## config.mk

```make
export PLATFORM = sky130hd
export DESIGN_NAME = json_string_unescape_utf8
export DESIGN_NICKNAME = d
export VERILOG_FILES = /design/src/rtl/jsu_pkg.sv /design/src/rtl/jsu_decode.sv /design/src/rtl/jsu_serializer.sv /design/src/rtl/json_string_unescape_utf8.sv
export SDC_FILE = /design/constraint.sdc
export NUM_CORES = 1
export LEC_CHECK = 0
export BUFFER_PORTS_ARGS = -buffer_cell sky130_fd_sc_hd__buf_2
export CAP_MARGIN = 20
export CORE_ASPECT_RATIO = 0.7
export CORE_MARGIN = 2
export CORE_UTILIZATION = 27
export CTS_CLUSTER_SIZE = 25
export DETAILED_ROUTE_END_ITERATION = 7
export GPL_TIMING_DRIVEN = 0
export SLEW_MARGIN = 25
export SYNTH_ARGS = -nofsm -noshare
export SYNTH_HDL_FRONTEND = slang
export SYNTH_SLANG_ARGS = --single-unit
```

## constraint.sdc

```tcl
create_clock -name clk -period 4.15 [get_ports clk]
set_input_delay 0.83 -clock clk [delete_from_list [all_inputs] [get_ports clk]]
set_output_delay 0.83 -clock clk [all_outputs]
set_load 0.05 [all_outputs]
```

## src/rtl/jsu_pkg.sv

```systemverilog
// jsu_pkg: shared types and character codes for the json string unescape block
// depends on nothing; used by jsu_decode, jsu_serializer and the top level
`timescale 1ns / 1ps
`default_nettype none

package jsu_pkg;

  typedef enum logic [2:0] {
    PH_IDLE,
    PH_STR,
    PH_ESC,
    PH_HEX,
    PH_LOW
  } phase_t;

  typedef enum logic [3:0] {
    ST_BYTE       = 4'd0,
    ST_DONE       = 4'd1,
    ST_QUOTE      = 4'd2,
    ST_CTRL       = 4'd3,
    ST_END_ESC    = 4'd4,
    ST_BAD_ESC    = 4'd5,
    ST_INCOMPLETE = 4'd6,
    ST_BAD_HEX    = 4'd7,
    ST_MISS_LOW   = 4'd8,
    ST_BAD_LOW    = 4'd9,
    ST_STRAY_LOW  = 4'd10,
    ST_UNTERM     = 4'd11
  } status_t;

  // results caused by one source byte: up to four utf-8 bytes or one status
  typedef struct packed {
    logic [2:0]       count;
    status_t          status;
    logic [3:0][7:0]  bytes;
  } res_group_t;

  localparam logic [7:0] CH_QUOTE = 8'h22;
  localparam logic [7:0] CH_BSLASH = 8'h5C;
  localparam logic [7:0] CH_SLASH = 8'h2F;
  localparam logic [7:0] CH_SPACE = 8'h20;
  localparam logic [7:0] CH_TAB = 8'h09;
  localparam logic [7:0] CH_CR = 8'h0D;
  localparam logic [7:0] CH_LC_B = 8'h62;
  localparam logic [7:0] CH_LC_F = 8'h66;
  localparam logic [7:0] CH_LC_N = 8'h6E;
  localparam logic [7:0] CH_LC_R = 8'h72;
  localparam logic [7:0] CH_LC_T = 8'h74;
  localparam logic [7:0] CH_LC_U = 8'h75;
  localparam logic [7:0] CH_BS = 8'h08;
  localparam logic [7:0] CH_FF = 8'h0C;
  localparam logic [7:0] CH_LF = 8'h0A;

  localparam logic [15:0] HIGH_SURR_MIN = 16'hD800;
  localparam logic [15:0] HIGH_SURR_MAX = 16'hDBFF;
  localparam logic [15:0] LOW_SURR_MIN = 16'hDC00;
  localparam logic [15:0] LOW_SURR_MAX = 16'hDFFF;
  localparam logic [20:0] SUPP_BASE = 21'h10000;

  localparam logic [2:0] QUAD_CHARS = 3'd4;
  localparam logic [2:0] LOW_ESC_CHARS = 3'd6;

endpackage

`default_nettype wire

```

## src/rtl/jsu_decode.sv

```systemverilog
// jsu_decode: parser state registers and the per-byte decode into a result group
// depends on jsu_pkg
`timescale 1ns / 1ps
`default_nettype none

module jsu_decode (
  input  wire logic              clk,
  input  wire logic              rst,
  input  wire logic              fire,
  input  wire logic [7:0]        data_byte,
  input  wire logic              end_of_input,
  output jsu_pkg::res_group_t    res
);

  jsu_pkg::phase_t  phase, phase_next;
  logic [15:0]      hex_acc, hex_acc_next;
  logic [2:0]       digit_count, digit_count_next;
  logic [9:0]       high_bits, high_bits_next;
  jsu_pkg::status_t pending, pending_next;

  logic             is_ws;
  logic             hex_bad;
  logic [3:0]       hex_digit;
  logic             gather_on;
  jsu_pkg::status_t pend_g;
  logic [15:0]      acc_g;
  logic [2:0]       cnt_g;
  logic             quad_done;
  logic             low_done;
  logic             is_high;
  logic             is_low;
  logic [20:0]      cp_pair;
  logic             abort;

  function automatic jsu_pkg::res_group_t utf8_enc(input logic [20:0] cp);
    jsu_pkg::res_group_t g;
    g = '0;
    g.status = jsu_pkg::ST_BYTE;
    if (cp <= 21'h7F) begin
      g.count = 3'd1;
      g.bytes[0] = cp[7:0];
    end else if (cp <= 21'h7FF) begin
      g.count = 3'd2;
      g.bytes[0] = {3'b110, cp[10:6]};
      g.bytes[1] = {2'b10, cp[5:0]};
    end else if (cp <= 21'hFFFF) begin
      g.count = 3'd3;
      g.bytes[0] = {4'b1110, cp[15:12]};
      g.bytes[1] = {2'b10, cp[11:6]};
      g.bytes[2] = {2'b10, cp[5:0]};
    end else begin
      g.count = 3'd4;
      g.bytes[0] = {5'b11110, cp[20:18]};
      g.bytes[1] = {2'b10, cp[17:12]};
      g.bytes[2] = {2'b10, cp[11:6]};
      g.bytes[3] = {2'b10, cp[5:0]};
    end
    return g;
  endfunction

  function automatic jsu_pkg::res_group_t one_result(input jsu_pkg::status_t st,
                                                     input logic [7:0] b);
    jsu_pkg::res_group_t g;
    g = '0;
    g.count = 3'd1;
    g.status = st;
    g.bytes[0] = (st == jsu_pkg::ST_BYTE) ? b : 8'h00;
    return g;
  endfunction

  assign is_ws = (data_byte == jsu_pkg::CH_SPACE) ||
                 ((data_byte >= jsu_pkg::CH_TAB) && (data_byte <= jsu_pkg::CH_CR));

  always_comb begin
    hex_bad = 1'b0;
    hex_digit = 4'd0;
    if (data_byte >= 8'h30 && data_byte <= 8'h39) begin
      hex_digit = data_byte[3:0];
    end else if ((data_byte >= 8'h61 && data_byte <= 8'h66) ||
                 (data_byte >= 8'h41 && data_byte <= 8'h46)) begin
      hex_digit = data_byte[3:0] + 4'd9;
    end else begin
      hex_bad = 1'b1;
    end
  end

  // the first two characters of a low escape are the backslash and the 'u'
  assign gather_on = (phase == jsu_pkg::PH_HEX) ||
                     ((phase == jsu_pkg::PH_LOW) && (digit_count[2:1] != 2'b00));

  always_comb begin
    pend_g = pending;
    if (phase == jsu_pkg::PH_LOW && digit_count == 3'd0) begin
      if (data_byte != jsu_pkg::CH_BSLASH) pend_g = jsu_pkg::ST_MISS_LOW;
    end else if (phase == jsu_pkg::PH_LOW && digit_count == 3'd1) begin
      if (data_byte != jsu_pkg::CH_LC_U) pend_g = jsu_pkg::ST_MISS_LOW;
    end else if (gather_on && hex_bad && pending == jsu_pkg::ST_BYTE) begin
      pend_g = jsu_pkg::ST_BAD_HEX;
    end
  end

  assign acc_g = gather_on ? {hex_acc[11:0], hex_digit} : hex_acc;
  assign cnt_g = digit_count + 3'd1;
  assign quad_done = (phase == jsu_pkg::PH_HEX) && (cnt_g == jsu_pkg::QUAD_CHARS);
  assign low_done = (phase == jsu_pkg::PH_LOW) && (cnt_g == jsu_pkg::LOW_ESC_CHARS);
  assign is_high = (acc_g >= jsu_pkg::HIGH_SURR_MIN) && (acc_g <= jsu_pkg::HIGH_SURR_MAX);
  assign is_low = (acc_g >= jsu_pkg::LOW_SURR_MIN) && (acc_g <= jsu_pkg::LOW_SURR_MAX);
  assign cp_pair = jsu_pkg::SUPP_BASE + {1'b0, high_bits, acc_g[9:0]};

  // result group and abort flag
  always_comb begin
    res = '0;
    res.status = jsu_pkg::ST_BYTE;
    abort = 1'b0;
    unique case (phase)
      jsu_pkg::PH_IDLE: begin
        if (end_of_input || (!is_ws && data_byte != jsu_pkg::CH_QUOTE)) begin
          res = one_result(jsu_pkg::ST_QUOTE, 8'h00);
        end
      end
      jsu_pkg::PH_STR: begin
        if (end_of_input) begin
          res = one_result(jsu_pkg::ST_UNTERM, 8'h00);
          abort = 1'b1;
        end else if (data_byte == jsu_pkg::CH_QUOTE) begin
          res = one_result(jsu_pkg::ST_DONE, 8'h00);
        end else if (data_byte == jsu_pkg::CH_BSLASH) begin
          res.count = 3'd0;
        end else if (data_byte < jsu_pkg::CH_SPACE) begin
          res = one_result(jsu_pkg::ST_CTRL, 8'h00);
          abort = 1'b1;
        end else begin
          res = one_result(jsu_pkg::ST_BYTE, data_byte);
        end
      end
      jsu_pkg::PH_ESC: begin
        if (end_of_input) begin
          res = one_result(jsu_pkg::ST_END_ESC, 8'h00);
          abort = 1'b1;
        end else begin
          unique case (data_byte)
            jsu_pkg::CH_QUOTE, jsu_pkg::CH_BSLASH, jsu_pkg::CH_SLASH:
              res = one_result(jsu_pkg::ST_BYTE, data_byte);
            jsu_pkg::CH_LC_B: res = one_result(jsu_pkg::ST_BYTE, jsu_pkg::CH_BS);
            jsu_pkg::CH_LC_F: res = one_result(jsu_pkg::ST_BYTE, jsu_pkg::CH_FF);
            jsu_pkg::CH_LC_N: res = one_result(jsu_pkg::ST_BYTE, jsu_pkg::CH_LF);
            jsu_pkg::CH_LC_R: res = one_result(jsu_pkg::ST_BYTE, jsu_pkg::CH_CR);
            jsu_pkg::CH_LC_T: res = one_result(jsu_pkg::ST_BYTE, jsu_pkg::CH_TAB);
            jsu_pkg::CH_LC_U: res.count = 3'd0;
            default: begin
              res = one_result(jsu_pkg::ST_BAD_ESC, 8'h00);
              abort = 1'b1;
            end
          endcase
        end
      end
      jsu_pkg::PH_HEX: begin
        if (end_of_input) begin
          res = one_result(jsu_pkg::ST_INCOMPLETE, 8'h00);
          abort = 1'b1;
        end else if (quad_done) begin
          if (pend_g != jsu_pkg::ST_BYTE) begin
            res = one_result(pend_g, 8'h00);
            abort = 1'b1;
          end else if (is_high) begin
            res.count = 3'd0;
          end else if (is_low) begin
            res = one_result(jsu_pkg::ST_STRAY_LOW, 8'h00);
            abort = 1'b1;
          end else begin
            res = utf8_enc({5'd0, acc_g});
          end
        end
      end
      jsu_pkg::PH_LOW: begin
        if (end_of_input) begin
          res = one_result(jsu_pkg::ST_MISS_LOW, 8'h00);
          abort = 1'b1;
        end else if (low_done) begin
          if (pend_g != jsu_pkg::ST_BYTE) begin
            res = one_result(pend_g, 8'h00);
            abort = 1'b1;
          end else if (!is_low) begin
            res = one_result(jsu_pkg::ST_BAD_LOW, 8'h00);
            abort = 1'b1;
          end else begin
            res = utf8_enc(cp_pair);
          end
        end
      end
      default: begin
        abort = 1'b1;
      end
    endcase
  end

  // next state
  always_comb begin
    phase_next = phase;
    hex_acc_next = hex_acc;
    digit_count_next = digit_count;
    high_bits_next = high_bits;
    pending_next = pending;
    if (abort) begin
      phase_next = jsu_pkg::PH_IDLE;
      hex_acc_next = '0;
      digit_count_next = '0;
      high_bits_next = '0;
      pending_next = jsu_pkg::ST_BYTE;
    end else if (!end_of_input) begin
      unique case (phase)
        jsu_pkg::PH_IDLE: begin
          if (data_byte == jsu_pkg::CH_QUOTE) phase_next = jsu_pkg::PH_STR;
        end
        jsu_pkg::PH_STR: begin
          if (data_byte == jsu_pkg::CH_QUOTE) phase_next = jsu_pkg::PH_IDLE;
          else if (data_byte == jsu_pkg::CH_BSLASH) phase_next = jsu_pkg::PH_ESC;
        end
        jsu_pkg::PH_ESC: begin
          if (data_byte == jsu_pkg::CH_LC_U) begin
            phase_next = jsu_pkg::PH_HEX;
            hex_acc_next = '0;
            digit_count_next = '0;
            pending_next = jsu_pkg::ST_BYTE;
          end else begin
            phase_next = jsu_pkg::PH_STR;
          end
        end
        jsu_pkg::PH_HEX: begin
          hex_acc_next = acc_g;
          digit_count_next = cnt_g;
          pending_next = pend_g;
          if (quad_done) begin
            hex_acc_next = '0;
            digit_count_next = '0;
            if (is_high) begin
              phase_next = jsu_pkg::PH_LOW;
              high_bits_next = acc_g[9:0];
            end else begin
              phase_next = jsu_pkg::PH_STR;
            end
          end
        end
        jsu_pkg::PH_LOW: begin
          hex_acc_next = acc_g;
          digit_count_next = cnt_g;
          pending_next = pend_g;
          if (low_done) begin
            phase_next = jsu_pkg::PH_STR;
            hex_acc_next = '0;
            digit_count_next = '0;
            high_bits_next = '0;
          end
        end
        default: begin
          phase_next = jsu_pkg::PH_IDLE;
        end
      endcase
    end
  end

  always_ff @(posedge clk) begin
    if (rst) begin
      phase <= jsu_pkg::PH_IDLE;
      hex_acc <= '0;
      digit_count <= '0;
      high_bits <= '0;
      pending <= jsu_pkg::ST_BYTE;
    end else if (fire) begin
      phase <= phase_next;
      hex_acc <= hex_acc_next;
      digit_count <= digit_count_next;
      high_bits <= high_bits_next;
      pending <= pending_next;
    end
  end

endmodule

`default_nettype wire

```

## src/rtl/jsu_serializer.sv

```systemverilog
// jsu_serializer: result group register, hands out its results one per transaction
// depends on jsu_pkg
`timescale 1ns / 1ps
`default_nettype none

module jsu_serializer (
  input  wire logic                clk,
  input  wire logic                rst,
  input  wire logic                load,
  input  wire jsu_pkg::res_group_t res,
  output logic                     free,
  output logic                     m_tvalid,
  input  wire logic                m_tready,
  output logic [7:0]               m_tdata,   // out_byte
  output logic [3:0]               m_tuser,   // status
  output logic                     m_tlast    // last_of_run
);

  jsu_pkg::res_group_t grp;
  logic                grp_valid;
  logic [1:0]          idx;
  logic                at_last;

  assign at_last = ({1'b0, idx} == (grp.count - 3'd1));
  // group register can take a new group once its final result leaves
  assign free = !grp_valid || (m_tready && at_last);

  assign m_tvalid = grp_valid;
  assign m_tdata = grp.bytes[idx];
  assign m_tuser = grp.status;
  assign m_tlast = at_last;

  always_ff @(posedge clk) begin
    if (rst) begin
      grp_valid <= 1'b0;
      idx <= '0;
    end else if (load && res.count != 3'd0) begin
      grp_valid <= 1'b1;
      idx <= '0;
    end else if (grp_valid && m_tready) begin
      if (at_last) grp_valid <= 1'b0;
      else idx <= idx + 2'd1;
    end
  end

  always_ff @(posedge clk) begin
    if (load && res.count != 3'd0) grp <= res;
  end

endmodule

`default_nettype wire

```

## src/rtl/json_string_unescape_utf8.sv

```systemverilog
// json string literal decoder: source bytes in, unescaped utf-8 bytes and status out
// input register here; parsing in jsu_decode, result hand-out in jsu_serializer
//
// usage: source text enters on the s_ channel one byte per transaction; s_tuser set
// means the text has ended and s_tdata is ignored. each source byte yields zero to
// four results on the m_ channel: a utf-8 byte (m_tuser 0), a done mark (1) or an
// error code (2..11); m_tlast marks the final result of one source byte.
// whitespace before the opening quote, the quote itself, backslashes and non-final hex
// digits yield nothing. an error returns the parser to waiting for an opening quote.
// a source byte passes through the input register and then the result group register
// before its first result is presented. throughput: one source byte per cycle while
// m_tready stays high and each byte yields at most one result; a byte that expands to
// several utf-8 bytes holds the result register until its last byte is taken, so the
// sustained rate is set by the output side at one result per cycle.
// when m_tready is low the result register holds and the input register fills,
// then s_tready drops. reset clears the parser to idle and empties both registers.
`timescale 1ns / 1ps
`default_nettype none

module json_string_unescape_utf8 (
  input  wire logic        clk,
  input  wire logic        rst,
  input  wire logic        s_tvalid,
  output logic             s_tready,
  input  wire logic [7:0]  s_tdata,   // data_byte
  input  wire logic        s_tuser,   // end_of_input
  output logic             m_tvalid,
  input  wire logic        m_tready,
  output logic [7:0]       m_tdata,   // out_byte
  output logic [3:0]       m_tuser,   // status
  output logic             m_tlast    // last_of_run
);

  logic                in_valid;
  logic [7:0]          in_byte;
  logic                in_end;
  logic                grp_free;
  logic                dec_fire;
  jsu_pkg::res_group_t res;

  assign dec_fire = in_valid && grp_free;
  assign s_tready = !in_valid || dec_fire;

  always_ff @(posedge clk) begin
    if (rst) begin
      in_valid <= 1'b0;
    end else if (s_tready) begin
      in_valid <= s_tvalid;
    end
  end

  always_ff @(posedge clk) begin
    if (s_tready && s_tvalid) begin
      in_byte <= s_tdata;
      in_end <= s_tuser;
    end
  end

  jsu_decode u_decode (
    .clk          (clk),
    .rst          (rst),
    .fire         (dec_fire),
    .data_byte    (in_byte),
    .end_of_input (in_end),
    .res          (res)
  );

  jsu_serializer u_serializer (
    .clk      (clk),
    .rst      (rst),
    .load     (dec_fire),
    .res      (res),
    .free     (grp_free),
    .m_tvalid (m_tvalid),
    .m_tready (m_tready),
    .m_tdata  (m_tdata),
    .m_tuser  (m_tuser),
    .m_tlast  (m_tlast)
  );

  // a status other than a data byte is always a lone, zero-data result
  a_status_alone: assert property (@(posedge clk) disable iff (rst)
    (m_tvalid && m_tuser != jsu_pkg::ST_BYTE) |-> (m_tlast && m_tdata == 8'h00))
    else $error("status result not alone or carries data");

  // a held input byte only waits on a pending result
  a_stall_cause: assert property (@(posedge clk) disable iff (rst)
    (in_valid && !dec_fire) |-> m_tvalid)
    else $error("input stalled without a pending result");

  // out of reset both registers are empty
  a_reset_empty: assert property (@(posedge clk) disable iff (rst)
    $past(rst) |-> (!m_tvalid && s_tready))
    else $error("registers not empty after reset");

endmodule

`default_nettype wire

```

==> impl_metrics.tcl, run 1 <==
set metrics [dict create \
    finalClockSkew_ns 0.0145 \
    cp.arrival_ns 4.15 \
    cts_made_buffers 9 \
    cp.required_ns 4.33 \
    maxCapViolCount 0 \
    routed_wl_mm 21.1 \
    crit_fanout 8 \
    drive_gt1_share_pct 16.1 \
    die-area_sq_um 23500 \
    ant_nets 0 \
    p_sw_share_pct 27.3 \
    fin_nets 746 \
    grt_usage_pct 18.3 \
    seq_power_share_pct 48.2 \
    die_x_microns 182 \
    start_util_pct 27.6 \
    multi_input_area_sq_um 3770 \
    placed_cell_area_sq_um 6540 \
    tritoncts "done" \
    dp_hpwl_mm 16.4 \
    reg2reg_to "u_serializer.grp[2]$_DFFE_PP_" \
    fin_crit_sh_pct 95.6 \
    worstSetupStartpointType "flip-flop" \
    p_leak_nw 2.33 \
    worst-r2r-cell-count 11 \
    rsz0062_at_grt "false" \
    overflow 0 \
    regArea_sq_um 2120 \
    p_comb_share_pct 8.2 \
    post-synth-top-count-cell "nand2_1" \
    synthesis.area_sq_um 6010 \
    hold_path_startpoint "u_decode.pending[0]$_SDFFE_PP0P_" \
    power_density_nw_per_um2 268 \
    drt_iter0_markers 783 \
    synth_cells 677 \
    reg2reg_slack_ns 0.18 \
    design_area_sq_um 7030 \
    yosysUniqueCellTypes 82 \
    slew_headroom_pct 30.0 \
    tns_ns 0 \
    gp_congestion 0.982 \
    irDropWorstVdd_mv 0.187 \
    yosysSeqAreaShare_pct 35.3 \
    layout_min_cycle_time_ns 3.97 \
    cts_htree_levels 3 \
    placed_cells 987 \
    rows 45 \
    clkPwrFrac_pct 43.6 \
    synthesis.nets 702 \
    area_growth_pct 17.1 \
    setup_viol_count_final 0 \
    stdcell_count 1008 \
    dieHeight_microns 129 \
    hold_path_end "u_decode.pending[0]$_SDFFE_PP0P_" \
    crit_type "flip-flop to flip-flop" \
    routedWlPerCell_microns 20.9 \
    yosys-top-cells-area "edfxtp_1 (22%), dfxtp_1 (13%), mux2i_1 (5.3%)" \
    synth_seq_cells 84 \
    intPower_w 0.00137 \
    coreArea_sq_um 21700 \
    via_count 5847 \
    yosysTopAreaCell "edfxtp_1" \
    cts.sinks 84 \
    synthTopCellsByCount "nand2_1 (58), nor2_1 (51), edfxtp_1 (44)" \
    end_kind "flip-flop" \
    num-fill-cells 2264 \
    synth_edf_count 44 \
    hold_depth 2 \
    p_sw_w 0.000513 \
    rr_startpoint "u_decode.phase[0]$_SDFFE_PP0P_" \
    timing.final.hold_violations 0 \
    holdBufCountCts 0 \
    clockBufferDepth 2 \
    num_io_pins 28 \
    grt_pass1_wl_mm 32.4 \
    antenna_found_initial 0 \
    fmax_mhz 252 \
    grt_pass1_vias 5190 \
    dr.pass1.iters 5 \
    root_buffer "clkbuf_16" \
    synthArstFlopShare_pct 0 \
    status "complete, no violations" \
    vias_per_cell 5.80 \
    drc 0 \
    cts.clk_slew.worst_paths_ns 0.08 \
    postSynthAreaPerCell_sq_um 8.87 \
    clk_latency_ns 0.36 \
    grt_max_degree 32 \
    worstHoldPathType "flip-flop to flip-flop" \
    synth_warnings 0 \
    synth_ff_type "edfxtp_1" \
    port_buffers 27 \
    drv_slew 0 \
    n_antenna_cell 0 \
    synth.top_cell.area_share_pct 22.0 \
    worstMarginPinSlew_ns 1.04 \
]
metal layers:
layer | vias up | GRT usage (%) | wire length, microns
li1 | 2699 | - | -
met1 | 2795 | 29.1 | 10500
met2 | 329 | 23.1 | 7680
met3 | 24 | 5.72 | 2610
met4 | 0 | 3.89 | 289
met5 | - | 0 | 0
cells by family after synthesis:
kind of cell	count (synthesis)	synth area share [%]
compound gates	186	21.2
xor+xnor	10	1.46
fa+ha+maj	12	2.50
buf+inv	66	4.73
flops	84	35.3
mux	45	9.14
simple gates	274	25.6
cell usage in the layout (no fill, tap or decap), types with 8 or more instances in the layout:
cell type and n:
nor4_1 8, o22ai_1 14, a21oi_1 28, buf_2 32, or4_1 14, o21a_1 8
nor3_1 16, mux2i_1 29, nand3_1 17, ha_1 12, inv_1 25, nor2_1 50
o221ai_1 11, nand2b_1 29, o211ai_1 11, buf_4 12, nand4_1 9, clkbuf_16 9
a211oi_1 10, dfxtp_1 40, nand2_1 58, clkbuf_1 23, edfxtp_1 44, o21ai_0 34
or3_1 8
worst max-delay path by stage:
stage,start,to,depth (start not counted)
floorplan,u_decode.phase[0]$_SDFFE_PP0P_,u_serializer.grp[0]$_DFFE_PP_,9
global placement,in_byte[0]$_DFFE_PP_,u_serializer.grp[10]$_DFFE_PP_,10
detailed placement,u_decode.phase[0]$_SDFFE_PP0P_,u_serializer.grp[10]$_DFFE_PP_,12
CTS,in_byte[7]$_DFFE_PP_,u_serializer.grp[20]$_DFFE_PP_,8
global route,in_byte[0]$_DFFE_PP_,u_serializer.grp[24]$_DFFE_PP_,12
finish,u_decode.phase[0]$_SDFFE_PP0P_,u_serializer.grp[2]$_DFFE_PP_,11
layout make-up:
cell class	instances	area share (%)
multi-input cells	527	53.6
plain buffers	40	2.70
repair buffers	34	2.85
inverters	25	1.33
clock inverters	7	1.09
well taps	282	5.02
flip-flops and latches	84	30.2
clock buffers	9	3.20
state kept, by name, indices dropped and copies added, names as in the netlist:
name / cells
u_decode.pending: 4
u_decode.high_bits: 10
in_valid: 1
u_decode.hex_acc: 16
u_decode.digit_count: 3
in_end: 1
u_serializer.m_tvalid: 1
in_byte: 8
u_decode.phase: 3
u_serializer.grp: 31
u_serializer.m_tuser: 4
u_serializer.idx: 2
per-stage QoR:
stage | hold WS, ns | util (%) | setup WS (ns) | total power [W]
after detailed placement | 0.487 | 30.1 | -0.692 | 0.00108
final | 0.502 | 32.4 | 0.182 | 0.00188
after global routing | 0.524 | 32.4 | 0.000235 | 0.00195
after CTS | 0.498 | 31.7 | 0.0670 | 0.00189
after floorplan | 0.462 | - | 0.178 | 0.00103
after global placement | 0.482 | 29.9 | -1.18 | 0.00107
power groups by stage:
| stage | Clock (W) | Sequential (W) | Combinational, W |
|---|---|---|---|
| after floorplan | 0 | 0.000925 | 0.000100 |
| after global placement | 0 | 0.000926 | 0.000147 |
| after detailed placement | 0 | 0.000926 | 0.000152 |
| after CTS | 0.000834 | 0.000907 | 0.000152 |
| after global routing | 0.000876 | 0.000910 | 0.000165 |
| final | 0.000820 | 0.000908 | 0.000155 |
worst max-delay path, cell delays in order, from the launching register on:
cell,delay (ns)
dfxtp_1,0.30
buf_2,0.17
or3b_2,0.48
clkbuf_1,0.24
o21ai_0,0.52
nor4bb_4,0.14
and2_0,0.19
clkbuf_1,0.17
nor3_1,0.87
o31ai_1,0.22
or3_1,0.36
o211ai_1,0.12
timing repair:
action | in CTS | in global routing
pin swaps | 0 | 1
endpoints found under the setup margin | 62 | 78
gates resized for setup | 11 | 19
buffers inserted | 0 | 6
Power figures use the tool's default switching activity.
==> run 2, diff against run 1 <==
Settings changed: BUFFER_PORTS_ARGS -buffer_cell sky130_fd_sc_hd__buf_2 to -buffer_cell sky130_fd_sc_hd__buf_4.
Clock period 4.15 ns to 4 ns, I/O delays scaled along.
==> impl_metrics.tcl, run 2 (same netlist as run 1, synthesis figures left out) <==
set metrics [dict create \
    status "complete, no violations" \
    crit_path_cell_trace "buf_2 > or3b_2 > clkbuf_1 > o21ai_4 > mux2i_4 > mux2_2 > or4b_4 > a21oi_4 > buf_2 > nor2_1 > o32ai_1" \
    cp_slowest_cell "or4b_4" \
    port_buffers 27 \
    gp_congestion 0.989 \
    cts.sinks 84 \
    cts.clk_slew.worst_paths_ns 0.08 \
    antenna_found_initial 0 \
    overflow 0 \
    fin_hold_ws_ns 0.507 \
    cp.arrival_ns 4.13 \
    vias_per_cell 5.79 \
    cts_made_buffers 9 \
    largest_reg_flops 31 \
    routedWlPerCell_microns 20.7 \
    fmax_mhz 258 \
    layout_min_cycle_time_ns 3.87 \
    slew_headroom_pct 26.3 \
    worstSetupStartpointType "flip-flop" \
    power_density_nw_per_um2 275 \
    top_regs "u_serializer.grp: 31 flops, u_decode.hex_acc: 16 flops, u_decode.high_bits: 10 flops" \
    tritoncts "done" \
    area_growth_pct 19.3 \
    irDropWorstVdd_mv 0.192 \
    final_cell_mix "nand2_1 (58), nor2_1 (50), buf_4 (44), edfxtp_1 (44), dfxtp_1 (40)" \
    path_buf_inv 3 \
    die_x_microns 182 \
    setup_viol_count_final 0 \
    cp_common_cell "buf_2" \
    worstMarginPinSlew_ns 1.10 \
    rsz0062_at_grt "false" \
    crit_fanout 10 \
    drt_iter0_markers 759 \
    ant_nets 0 \
    p_leak_nw 2.38 \
    cts_htree_levels 3 \
    drc 0 \
    num_io_pins 28 \
    routed_wl_mm 21.0 \
    finalClockSkew_ns 0.0164 \
    final_common_cell "nand2_1" \
    grt_pass1_vias 5228 \
    rows 45 \
    timing.final.hold_violations 0 \
    root_buffer "clkbuf_16" \
    grt_pass1_wl_mm 32.0 \
    n_antenna_cell 0 \
    tns_ns 0 \
    dieHeight_microns 129 \
    cp.required_ns 4.26 \
    maxCapViolCount 0 \
    largest_register "u_serializer.grp" \
    num-fill-cells 2289 \
    worstHoldPathType "flip-flop to flip-flop" \
    die-area_sq_um 23500 \
    via_count 5874 \
    end_kind "flip-flop" \
    clockBufferDepth 2 \
    grt_usage_pct 18.1 \
    clk_latency_ns 0.37 \
    coreArea_sq_um 21700 \
    crit_family "simple AND/OR/NAND/NOR gates" \
    fin_nets 752 \
    dp_hpwl_mm 16.3 \
    dr.pass1.iters 5 \
    fin_crit_sh_pct 96.7 \
    critPathMaxStageDelay_ns 0.51 \
    holdBufCountCts 0 \
    drive_gt1_share_pct 17.1 \
    crit_type "flip-flop to flip-flop" \
    grt_max_degree 32 \
    start_util_pct 27.6 \
    drv_slew 0 \
]
[run 2: changes by cell type in the layout (fill, tap and decap cells not counted), moves of 2 or more]
cell	change
buf_2	-27
buf_4	+32
o21ai_0	-3
clkbuf_1	-2
o21ai_1	+2
a21oi_2	-2
[run 2: path summary, 6_finish.rpt]
kind	start	end	slack, ns	depth (start not counted)
worst max-delay path	u_decode.phase[0]$_SDFFE_PP0P_	u_decode.hex_acc[14]$_SDFFE_PP0P_	0.13	11
worst min register to register	u_decode.pending[0]$_SDFFE_PP0P_	u_decode.pending[0]$_SDFFE_PP0P_	0.51	2
worst max register to register	u_decode.phase[0]$_SDFFE_PP0P_	u_decode.hex_acc[14]$_SDFFE_PP0P_	0.13	11
worst min-delay path	u_decode.pending[0]$_SDFFE_PP0P_	u_decode.pending[0]$_SDFFE_PP0P_	0.51	2
[run 2: per-stage QoR]
step	setup slack (ns)	power, W	util, %	std cells	cell area [sq um]
2_1_floorplan	0.0284	0.00106	-	677	6010
3_3_place_gp	-1.33	0.00112	30.2	986	6560
3_5_place_dp	-0.840	0.00113	30.4	987	6610
4_1_cts	0.0535	0.00198	32.2	1003	6990
5_1_grt	0.00296	0.00204	33.0	1014	7170
6_report	0.131	0.00197	33.0	1014	7170
[run 2: tightest hold or removal path: stages (launching register included)]
cell      delay [ns]
dfxtp_1         0.34
nand2b_1        0.07
mux2i_1         0.06
[run 2: cell type report]
cell class	instances	area (sq um)	area share, %
Clock buffer	9	225	3.14
Tap cell	282	353	4.92
Sequential cell	84	2120	29.6
Clock inverter	7	76.3	1.06
Timing Repair Buffer	40	317	4.42
Multi-Input combinational cell	527	3790	52.8
Buffer	40	194	2.71
Inverter	25	93.8	1.31
[run 2: what timing repair did]
action	in CTS	in global routing
buffers inserted	0	11
hold endpoints to repair	0	0
pin swaps	0	2
cloned	0	1
resized for setup	18	20
setup endpoints to repair	80	84
[run 2: metal layers]
layer  up-vias  global-route usage (%)  share of wire [%]
met2       342                    23.0                 37
met3        26                    6.57                 14
met5         -                    1.40               0.21
met4         2                    3.61                1.2
li1       2709                       -                  -
met1      2795                    28.1                 48
[run 2: power breakdown]
part           switching (W)  total [W]  internal, W
Sequential         0.0000116   0.000940     0.000928
Combinational       0.000115   0.000176    0.0000606
Clock               0.000412   0.000856     0.000444
Total               0.000538    0.00197      0.00143
